===== src/rtl/pmt_pkg.sv =====
// ----------------------------------------------------------------------------
// PS/2 mouse packet tracker package
// Types, header masks and button codes shared by the tracker modules.
// ----------------------------------------------------------------------------
`timescale 1ns / 1ps

package pmt_pkg;

    localparam int CFG_BITS = 13;

    localparam logic [7:0] HDR_OVERFLOW_MASK = 8'hc0;
    localparam int HDR_X_SIGN_BIT = 4;
    localparam int HDR_Y_SIGN_BIT = 5;

    typedef logic [2:0] buttons_t;

    localparam buttons_t BTN_NONE  = 3'd0;
    localparam buttons_t BTN_LEFT  = 3'd4;
    localparam buttons_t BTN_RIGHT = 3'd1;
    localparam buttons_t BTN_BOTH  = 3'd5;

    typedef enum logic [1:0] {
        EV_LEFT_DOWN = 2'd0,
        EV_LEFT_UP   = 2'd1,
        EV_LEFT_MOVE = 2'd2,
        EV_OTHER     = 2'd3
    } mouse_event_t;

    typedef enum logic {
        REG_LIMIT_X = 1'b0,
        REG_LIMIT_Y = 1'b1
    } reg_index_t;

    typedef struct packed {
        logic [1:0] byte_count;
        logic [7:0] first_byte;
        logic [7:0] second_byte;
        buttons_t   last_buttons;
    } pkt_state_t;

    typedef struct packed {
        logic         status;
        mouse_event_t mouse_event;
    } pkt_result_t;

    // Header bits 1..0 only; the middle button bit is ignored.
    function automatic buttons_t btn_map(input logic [1:0] hdr_btn);
        buttons_t code;
        case (hdr_btn)
            2'd0:    code = BTN_NONE;
            2'd1:    code = BTN_LEFT;
            2'd2:    code = BTN_RIGHT;
            default: code = BTN_BOTH;
        endcase
        return code;
    endfunction

endpackage


===== src/rtl/pmt_decode.sv =====
// ----------------------------------------------------------------------------
// PS/2 mouse packet decode step
// Next packet state, pointer position and result for one received byte.
// ----------------------------------------------------------------------------
`timescale 1ns / 1ps

module pmt_decode #(
    parameter int COORD_BITS = 12
) (
    input  pmt_pkg::pkt_state_t          state,
    input  logic [COORD_BITS-1:0]        cur_x,
    input  logic [COORD_BITS-1:0]        cur_y,
    input  logic [pmt_pkg::CFG_BITS-1:0] x_limit,
    input  logic [pmt_pkg::CFG_BITS-1:0] y_limit,
    input  logic [7:0]                   data_byte,
    output pmt_pkg::pkt_state_t          state_next,
    output logic [COORD_BITS-1:0]        x_next,
    output logic [COORD_BITS-1:0]        y_next,
    output logic                         has_result,
    output pmt_pkg::pkt_result_t         result
);

    localparam int CW = ((COORD_BITS > pmt_pkg::CFG_BITS) ? COORD_BITS : pmt_pkg::CFG_BITS) + 2;

    function automatic logic [COORD_BITS-1:0] move_axis(
        input logic [COORD_BITS-1:0]        cur,
        input logic signed [CW-1:0]         delta,
        input logic [pmt_pkg::CFG_BITS-1:0] lim_reg
    );
        logic [CW-1:0]        cap;
        logic [CW-1:0]        reg_ext;
        logic [CW-1:0]        lim;
        logic signed [CW-1:0] n;
        cap     = CW'(1) << COORD_BITS;
        reg_ext = {{(CW-pmt_pkg::CFG_BITS){1'b0}}, lim_reg};
        lim     = (reg_ext < cap) ? reg_ext : cap;
        n       = $signed({{(CW-COORD_BITS){1'b0}}, cur}) + delta;
        if (delta != '0 && !n[CW-1] && $unsigned(n) < lim)
            return n[COORD_BITS-1:0];
        return cur;
    endfunction

    logic [7:0]           hdr;
    logic signed [CW-1:0] dx;
    logic signed [CW-1:0] dy;
    pmt_pkg::buttons_t    bp;
    pmt_pkg::mouse_event_t ev;

    assign hdr = state.first_byte;
    assign bp  = pmt_pkg::btn_map(hdr[1:0]);
    assign dx  = CW'($signed({hdr[pmt_pkg::HDR_X_SIGN_BIT], state.second_byte}));
    assign dy  = -CW'($signed({hdr[pmt_pkg::HDR_Y_SIGN_BIT], data_byte}));

    always_comb
    begin
        if (state.last_buttons == pmt_pkg::BTN_NONE && bp == pmt_pkg::BTN_LEFT)
            ev = pmt_pkg::EV_LEFT_DOWN;
        else if (state.last_buttons == pmt_pkg::BTN_LEFT && bp == pmt_pkg::BTN_NONE)
            ev = pmt_pkg::EV_LEFT_UP;
        else if (state.last_buttons == pmt_pkg::BTN_LEFT && bp == pmt_pkg::BTN_LEFT)
            ev = pmt_pkg::EV_LEFT_MOVE;
        else
            ev = pmt_pkg::EV_OTHER;
    end

    always_comb
    begin
        state_next         = state;
        x_next             = cur_x;
        y_next             = cur_y;
        has_result         = 1'b0;
        result.status      = 1'b0;
        result.mouse_event = pmt_pkg::EV_OTHER;
        case (state.byte_count)
            2'd0:
            begin
                state_next.first_byte = data_byte;
                state_next.byte_count = 2'd1;
            end
            2'd1:
            begin
                state_next.second_byte = data_byte;
                state_next.byte_count  = 2'd2;
            end
            default:
            begin
                has_result = 1'b1;
                if ((hdr & pmt_pkg::HDR_OVERFLOW_MASK) != 8'd0)
                begin
                    // Drop the header, keep the two later bytes.
                    state_next.first_byte  = state.second_byte;
                    state_next.second_byte = data_byte;
                    state_next.byte_count  = 2'd2;
                    result.status          = 1'b1;
                end
                else
                begin
                    state_next.byte_count   = 2'd0;
                    state_next.last_buttons = bp;
                    x_next                  = move_axis(cur_x, dx, x_limit);
                    y_next                  = move_axis(cur_y, dy, y_limit);
                    result.mouse_event      = ev;
                end
            end
        endcase
    end

endmodule


===== src/rtl/ps2_mouse_packet_tracker_core.sv =====
// ----------------------------------------------------------------------------
// PS/2 mouse packet tracker
// A completing byte goes through the input register, then decode, then the result register.
// Throughput: one byte per cycle unless a held result is stalled; input register, decode, result register.
// A byte waits in the input register only while a held result is stalled.
// Reset clears the packet state, position and both valids; limits go to
// 640 by 480.
// ----------------------------------------------------------------------------
`timescale 1ns / 1ps

module ps2_mouse_packet_tracker_core #(
    parameter int COORD_BITS = 12
) (
    input  logic                  clk,
    input  logic                  rst_n,
    input  logic                  psel,
    input  logic                  penable,
    input  logic                  pwrite,
    input  logic [2:0]            paddr,
    input  logic [31:0]           pwdata,
    output logic [31:0]           prdata,
    output logic                  pready,
    input  logic                  byte_valid,
    output logic                  byte_stall,
    input  logic [7:0]            data_byte,
    output logic                  result_valid,
    input  logic                  result_stall,
    output logic                  status,
    output logic [COORD_BITS-1:0] pos_x,
    output logic [COORD_BITS-1:0] pos_y,
    output logic [1:0]            mouse_event
);

    localparam int CB = pmt_pkg::CFG_BITS;

    logic [CB-1:0]         width_reg, width_next;
    logic [CB-1:0]         height_reg, height_next;
    logic                  in_valid_reg, in_valid_next;
    logic [7:0]            in_byte_reg, in_byte_next;
    pmt_pkg::pkt_state_t   pkt_reg, pkt_next;
    logic [COORD_BITS-1:0] cur_x_reg, cur_x_next;
    logic [COORD_BITS-1:0] cur_y_reg, cur_y_next;
    logic                  out_valid_reg, out_valid_next;
    pmt_pkg::pkt_result_t  out_res_reg, out_res_next;
    logic [COORD_BITS-1:0] out_x_reg, out_x_next;
    logic [COORD_BITS-1:0] out_y_reg, out_y_next;

    pmt_pkg::pkt_state_t   dec_state;
    logic [COORD_BITS-1:0] dec_x;
    logic [COORD_BITS-1:0] dec_y;
    logic                  dec_has_result;
    pmt_pkg::pkt_result_t  dec_result;

    logic                  cfg_write;
    logic                  out_free;
    logic                  in_fire;
    logic                  byte_accept;

    pmt_decode #(
        .COORD_BITS (COORD_BITS)
    ) u_decode (
        .state         (pkt_reg),
        .cur_x         (cur_x_reg),
        .cur_y         (cur_y_reg),
        .x_limit       (width_reg),
        .y_limit       (height_reg),
        .data_byte     (in_byte_reg),
        .state_next    (dec_state),
        .x_next        (dec_x),
        .y_next        (dec_y),
        .has_result    (dec_has_result),
        .result        (dec_result)
    );

    assign pready    = 1'b1;
    assign cfg_write = psel && penable && pwrite;

    always_comb
    begin
        case (pmt_pkg::reg_index_t'(paddr[2]))
            pmt_pkg::REG_LIMIT_X: prdata = {{(32-CB){1'b0}}, width_reg};
            pmt_pkg::REG_LIMIT_Y: prdata = {{(32-CB){1'b0}}, height_reg};
            default:              prdata = '0;
        endcase
    end

    always_comb
    begin
        width_next  = width_reg;
        height_next = height_reg;
        if (cfg_write)
        begin
            case (pmt_pkg::reg_index_t'(paddr[2]))
                pmt_pkg::REG_LIMIT_X: width_next  = pwdata[CB-1:0];
                pmt_pkg::REG_LIMIT_Y: height_next = pwdata[CB-1:0];
                default:              width_next  = width_reg;
            endcase
        end
    end

    assign out_free    = !out_valid_reg || !result_stall;
    assign in_fire     = in_valid_reg && (!dec_has_result || out_free);
    assign byte_stall  = in_valid_reg && !in_fire;
    assign byte_accept = byte_valid && !byte_stall;

    always_comb
    begin
        in_valid_next  = in_valid_reg;
        in_byte_next   = in_byte_reg;
        pkt_next       = pkt_reg;
        cur_x_next     = cur_x_reg;
        cur_y_next     = cur_y_reg;
        out_valid_next = out_valid_reg;
        out_res_next   = out_res_reg;
        out_x_next     = out_x_reg;
        out_y_next     = out_y_reg;

        if (in_fire)
        begin
            pkt_next   = dec_state;
            cur_x_next = dec_x;
            cur_y_next = dec_y;
        end

        if (byte_accept)
        begin
            in_valid_next = 1'b1;
            in_byte_next  = data_byte;
        end
        else if (in_fire)
            in_valid_next = 1'b0;

        if (in_fire && dec_has_result)
        begin
            out_valid_next = 1'b1;
            out_res_next   = dec_result;
            out_x_next     = dec_x;
            out_y_next     = dec_y;
        end
        else if (out_free)
            out_valid_next = 1'b0;
    end

    always_ff @(posedge clk or negedge rst_n)
    begin
        if (!rst_n)
        begin
            width_reg     <= CB'(640);
            height_reg    <= CB'(480);
            in_valid_reg  <= 1'b0;
            pkt_reg       <= '0;
            cur_x_reg     <= '0;
            cur_y_reg     <= '0;
            out_valid_reg <= 1'b0;
        end
        else
        begin
            width_reg     <= width_next;
            height_reg    <= height_next;
            in_valid_reg  <= in_valid_next;
            pkt_reg       <= pkt_next;
            cur_x_reg     <= cur_x_next;
            cur_y_reg     <= cur_y_next;
            out_valid_reg <= out_valid_next;
        end
    end

    always_ff @(posedge clk)
    begin
        in_byte_reg <= in_byte_next;
        out_res_reg <= out_res_next;
        out_x_reg   <= out_x_next;
        out_y_reg   <= out_y_next;
    end

    assign result_valid = out_valid_reg;
    assign status       = out_res_reg.status;
    assign mouse_event  = out_res_reg.mouse_event;
    assign pos_x        = out_x_reg;
    assign pos_y        = out_y_reg;

endmodule


===== config.mk =====
export PLATFORM = sky130hd
export DESIGN_NAME = ps2_mouse_packet_tracker_core
export DESIGN_NICKNAME = d
export VERILOG_FILES = /design/src/rtl/pmt_pkg.sv /design/src/rtl/pmt_decode.sv /design/src/rtl/ps2_mouse_packet_tracker_core.sv
export SDC_FILE = /design/constraint.sdc
export NUM_CORES = 1
export LEC_CHECK = 0
export ABC_CLOCK_PERIOD_IN_PS = 4900
export BUFFER_PORTS_ARGS = -buffer_cell sky130_fd_sc_hd__buf_2
export CAP_MARGIN = 20
export CELL_PAD_IN_SITES_DETAIL_PLACEMENT = 0
export CELL_PAD_IN_SITES_GLOBAL_PLACEMENT = 1
export CORE_MARGIN = 2
export CORE_UTILIZATION = 30
export CTS_CLUSTER_SIZE = 25
export DETAILED_ROUTE_END_ITERATION = 8
export PLACE_DENSITY_LB_ADDON = 0.1
export SYNTH_ARGS = -nofsm -noshare
export SYNTH_HDL_FRONTEND = slang
export SYNTH_SLANG_ARGS = --single-unit
export TNS_END_PERCENT = 100

===== constraint.sdc =====
create_clock -name clk -period 4.9 [get_ports clk]
set_input_delay 0.98 -clock clk [delete_from_list [all_inputs] [get_ports clk]]
set_output_delay 0.98 -clock clk [all_outputs]
set_load 0.01 [all_outputs]

==> results <==
- The flow ran to the end, and the final reports show no timing, DRC or antenna violations.
- The most used flip-flop cell after synthesis is sky130_fd_sc_hd__dfrtp_1.
- The distinct cell type count of the synthesized netlist is 51.
- The reported max-cap violation count is 0.
- The dominant cell type by count on the critical path is sky130_fd_sc_hd__ha_1.
- Once the floorplan was initialized, standard cells occupied 30.4% of the core.
- The cell sitting at the root of the clock tree is a sky130_fd_sc_hd__clkbuf_16.
- The flip-flop count of the largest register, all copies and words added is 18.
- The via count is 4,408.
- The die is 150 um wide.
- Ranked by total cell area, the synthesized netlist is headed by sky130_fd_sc_hd__dfrtp_1 25%, sky130_fd_sc_hd__edfxtp_1 16%, sky130_fd_sc_hd__mux2_2 15%, sky130_fd_sc_hd__ha_1 10%, sky130_fd_sc_hd__nand2_1 2.8%.
- The cell depth of the worst hold path is 2.
- The maximum fanout along the worst path is 5.
- The biggest area contributor in the post-synthesis netlist is sky130_fd_sc_hd__dfrtp_1.
- The aggregate global-route resource usage is 14.4%.
- The critical-path cell with the highest stage delay is sky130_fd_sc_hd__edfxtp_1.
- The number of synthesized flops with an enable pin is 35.
- The detail route stage leaves a number of antenna-violating nets equal to 0.
- The average size of a mapped cell is 11.5 sq um.
- The number of standard-cell rows in the floorplan is 53.
- The via count of the first global-routing pass was 4,409.
- After synthesis the netlist holds a flip-flop and latch count of 105.
- The number of clock sinks is 105.
- The H-tree generated during clock tree synthesis spans 3 levels.
- Yosys printed 0 warnings.
- The number of input and output port buffers inserted is 70.
- The net count of the finished layout is 740.
- The reported leakage power is 3.34 nW.
- OpenSTA, run right after detailed placement, puts the worst setup slack at 0.101 ns.
- The final period demand of the worst path is 4.71 ns.
- The number of antenna violations at the first check in global routing is 0.
- After layout, the worst path uses 96.1% of the clock period.
- IR analysis of the VDD net gives a maximum drop of 0.227 mV.
- The overall die height is 150 um.
- Cells with a size suffix above 1 make up 33.8% of the layout.
- Counting every instance in the synthesized netlist gives 554.
- The post-detailed-routing wire length is 15,600 um.
- The detail-routed net length per standard cell is 17.0 um.
- The global route total overflow is 0.
- The wire length of the first global-routing pass is 24,500 um.
- The final non-filler cell total is 917.
- The worst setup path is of the reg -> reg kind.
- Once routing completed, OpenROAD measured the worst setup slack at 0.191 ns.
- The worst setup path is launched from a register.
- The pin count of the biggest net entering global routing is 38.
- The estimated wirelength of the detail-placed design is 12,000 um.
- The worst setup path is captured at a register.
- The signal arrival time at the worst endpoint is 4.82 ns.
- Pin placement for this block handled 112 I/O pins.
- The clock insertion delay at the later pin of the skew report is 0.36 ns.
- STA puts the critical path data required time at 5.01 ns.
- The setup violation total in the final timing report is 0.
- The DRC violation count after routing is 0.
- The post-synth design cell area is 0.00637 sq mm.
- The final estimated routing congestion in global placement is 0.777.
- The top cell type by area accounts for 25.1% of the synthesized area.
- Derived from the worst setup path, the maximum achievable clock frequency is 0.212 GHz.
- For this design, the CTS-stage hold fixing added 0 buffers.
- The core area is 0.0210 sq mm.
- The number of iterations in the first detailed-routing pass is 4.
- The class of the worst hold path is reg -> reg.
- The number of vias per cell after detailed routing is 4.81.
- The portion of the post-synthesis area used by sequential elements is 44.1%.
- TritonCTS created 9 clock buffers.
- The final-layout setup total negative slack is 0 ns.
- The area growth from synthesis to layout is 16.4%.
- TritonCTS built the clock tree.
- The violation count after the first detailed-route iteration is 158.
- Hold timing on the final database bottoms out at a slack of 0.497 ns.
- The buffer depth of the longest clock path is 2.
- The number of hold violations in the final report is 0.
- The worst pin sits at a relative slew slack of 35.2%.
- For the final database, setup skew stands at 0.00868 ns.
- 0 antenna diodes ended up in the layout.
- The worst register-to-register path has a depth of 19.
- The number of max-slew violations in the final report is 0.
- Clock-pin slew was measured on the worst setup and hold paths at 0.08 ns.
- The power density of the placed cells is 709 mW/mm^2.
- The die outline area is 0.0224 sq mm.
- The async set-reset flop share out of synthesis is 66.7%.
- Once placement completed, the tool counted placed cells totaling 900.
- Walking the worst path, the cells encountered are inv_1 -> ha_1 -> nand2b_1 -> nor2_1 -> xnor2_1 -> ha_1 -> o21a_1 -> o21ai_0 -> o21ai_1 -> a31o_2 -> a21oi_1 -> xnor2_1 -> ha_1 -> a21o_1 -> a2111oi_2 -> nand3_1 -> or3_1 -> buf_4 -> mux2_2.
- The biggest cell delay along the critical path is 0.43 ns.
- At the pin with the least slew margin, the transition time is 0.968 ns.
- The total design power is 5.25 mW.
[final timing paths]
check / end / startpoint / slack, ns
worst min register to register: pkt_reg[18]$_DFFE_PN0P_ / pkt_reg[18]$_DFFE_PN0P_ / 0.50
max in group asynchronous: pkt_reg[20]$_DFFE_PN0P_ / rst_n / 3.16
worst min-delay path: pkt_reg[18]$_DFFE_PN0P_ / pkt_reg[18]$_DFFE_PN0P_ / 0.50
worst max-delay path: pos_y[0]$_DFFE_PP_ / in_byte_reg[1]$_DFFE_PP_ / 0.19
min in group asynchronous: cur_y_reg[5]$_DFFE_PN0P_ / rst_n / 0.74
worst max register to register: pos_y[0]$_DFFE_PP_ / in_byte_reg[1]$_DFFE_PP_ / 0.19
[layer usage]
layer  share of wire [%]  track usage (%)
met4                 1.9             5.05
met5                   0                0
met2                  47             23.6
met1                  47             19.3
met3                 3.4             2.65
[cell type report]
| class | count | area, sq um |
|---|---|---|
| fill | 2163 | 13500 |
| timing repair buffer | 90 | 500 |
| clock inverter | 6 | 78.8 |
| multi-input combinational | 421 | 3390 |
| clock buffer | 10 | 250 |
| tap | 275 | 344 |
| inverter | 10 | 37.5 |
| sequential | 105 | 2810 |
[Yosys cell counts (3+ instances only)]
cell,count
sky130_fd_sc_hd__a211oi_1,6
sky130_fd_sc_hd__a21o_1,12
sky130_fd_sc_hd__a21oi_1,24
sky130_fd_sc_hd__a31oi_1,6
sky130_fd_sc_hd__buf_2,4
sky130_fd_sc_hd__buf_4,20
sky130_fd_sc_hd__clkbuf_1,11
sky130_fd_sc_hd__dfrtp_1,64
sky130_fd_sc_hd__dfstp_2,6
sky130_fd_sc_hd__edfxtp_1,35
sky130_fd_sc_hd__ha_1,51
sky130_fd_sc_hd__inv_1,10
sky130_fd_sc_hd__mux2_2,84
sky130_fd_sc_hd__mux2_4,10
sky130_fd_sc_hd__mux2i_1,6
sky130_fd_sc_hd__nand2_1,47
sky130_fd_sc_hd__nand2b_1,6
sky130_fd_sc_hd__nand3_1,12
sky130_fd_sc_hd__nand4_1,6
sky130_fd_sc_hd__nor2_1,25
sky130_fd_sc_hd__nor2b_1,3
sky130_fd_sc_hd__nor3_1,6
sky130_fd_sc_hd__nor4_1,5
sky130_fd_sc_hd__o21a_1,4
sky130_fd_sc_hd__o21ai_0,22
sky130_fd_sc_hd__o21ai_1,4
sky130_fd_sc_hd__o21bai_1,3
sky130_fd_sc_hd__or3_1,3
sky130_fd_sc_hd__or4_1,3
sky130_fd_sc_hd__xnor2_1,18
sky130_fd_sc_hd__xor2_1,10
[where the power goes]
| part | switching, mW | internal (mW) | leakage [nW] |
|---|---|---|---|
| combinational | 1.60 | 1.34 | 1.99 |
| clock | 0.364 | 0.440 | 0.163 |
| sequential | 0.242 | 1.27 | 1.19 |
[kinds of logic after synthesis]
family,synth area share [%]
simple gates,9.80
flops,44.1
mux,18.1
compound gates,9.23
fa+ha+maj,10.6
buf+inv,4.09
xor+xnor,3.85
other cells,0.118
[what timing repair did]
item | 4_1_cts | 5_1_grt
setup buffers | 0 | 1
gates resized for setup | 0 | 7
endpoints found under the setup margin | 0 | 24
hold endpoints to repair | 0 | 0
[through the flow]
| stage | util, % | area, sq um |
|---|---|---|
| final | 35.4 | 7410 |
| after global routing | 35.4 | 7410 |
| after CTS | 35.2 | 7380 |
| after detailed placement | 33.7 | 7050 |
| after global placement | 33.7 | 7050 |
| after floorplan | - | 6440 |
[layout by cell type (no fill, tap or decap), drive strengths merged, types with 8 or more instances in the layout]
| cell type | instances |
|---|---|
| a21o | 12 |
| clkbuf | 10 |
| edfxtp | 35 |
| a21oi | 24 |
| nand2 | 47 |
| mux2 | 94 |
| xor2 | 10 |
| nor2 | 25 |
| ha | 51 |
| nand3 | 12 |
| conb | 20 |
| o21ai | 26 |
| inv | 14 |
| dfrtp | 64 |
| xnor2 | 18 |
| buf | 90 |
| nor3 | 8 |
[critical path: cells and delay by family (launching register included)]
family          cells  cell delay (ns)
compound gates      7             1.52
fa+ha+maj           3             0.79
simple gates        4             0.74
flops               1             0.43
xor+xnor            2             0.40
mux                 1             0.30
buf+inv             2             0.29
Note: power is estimated with default switching activity, not from simulation.
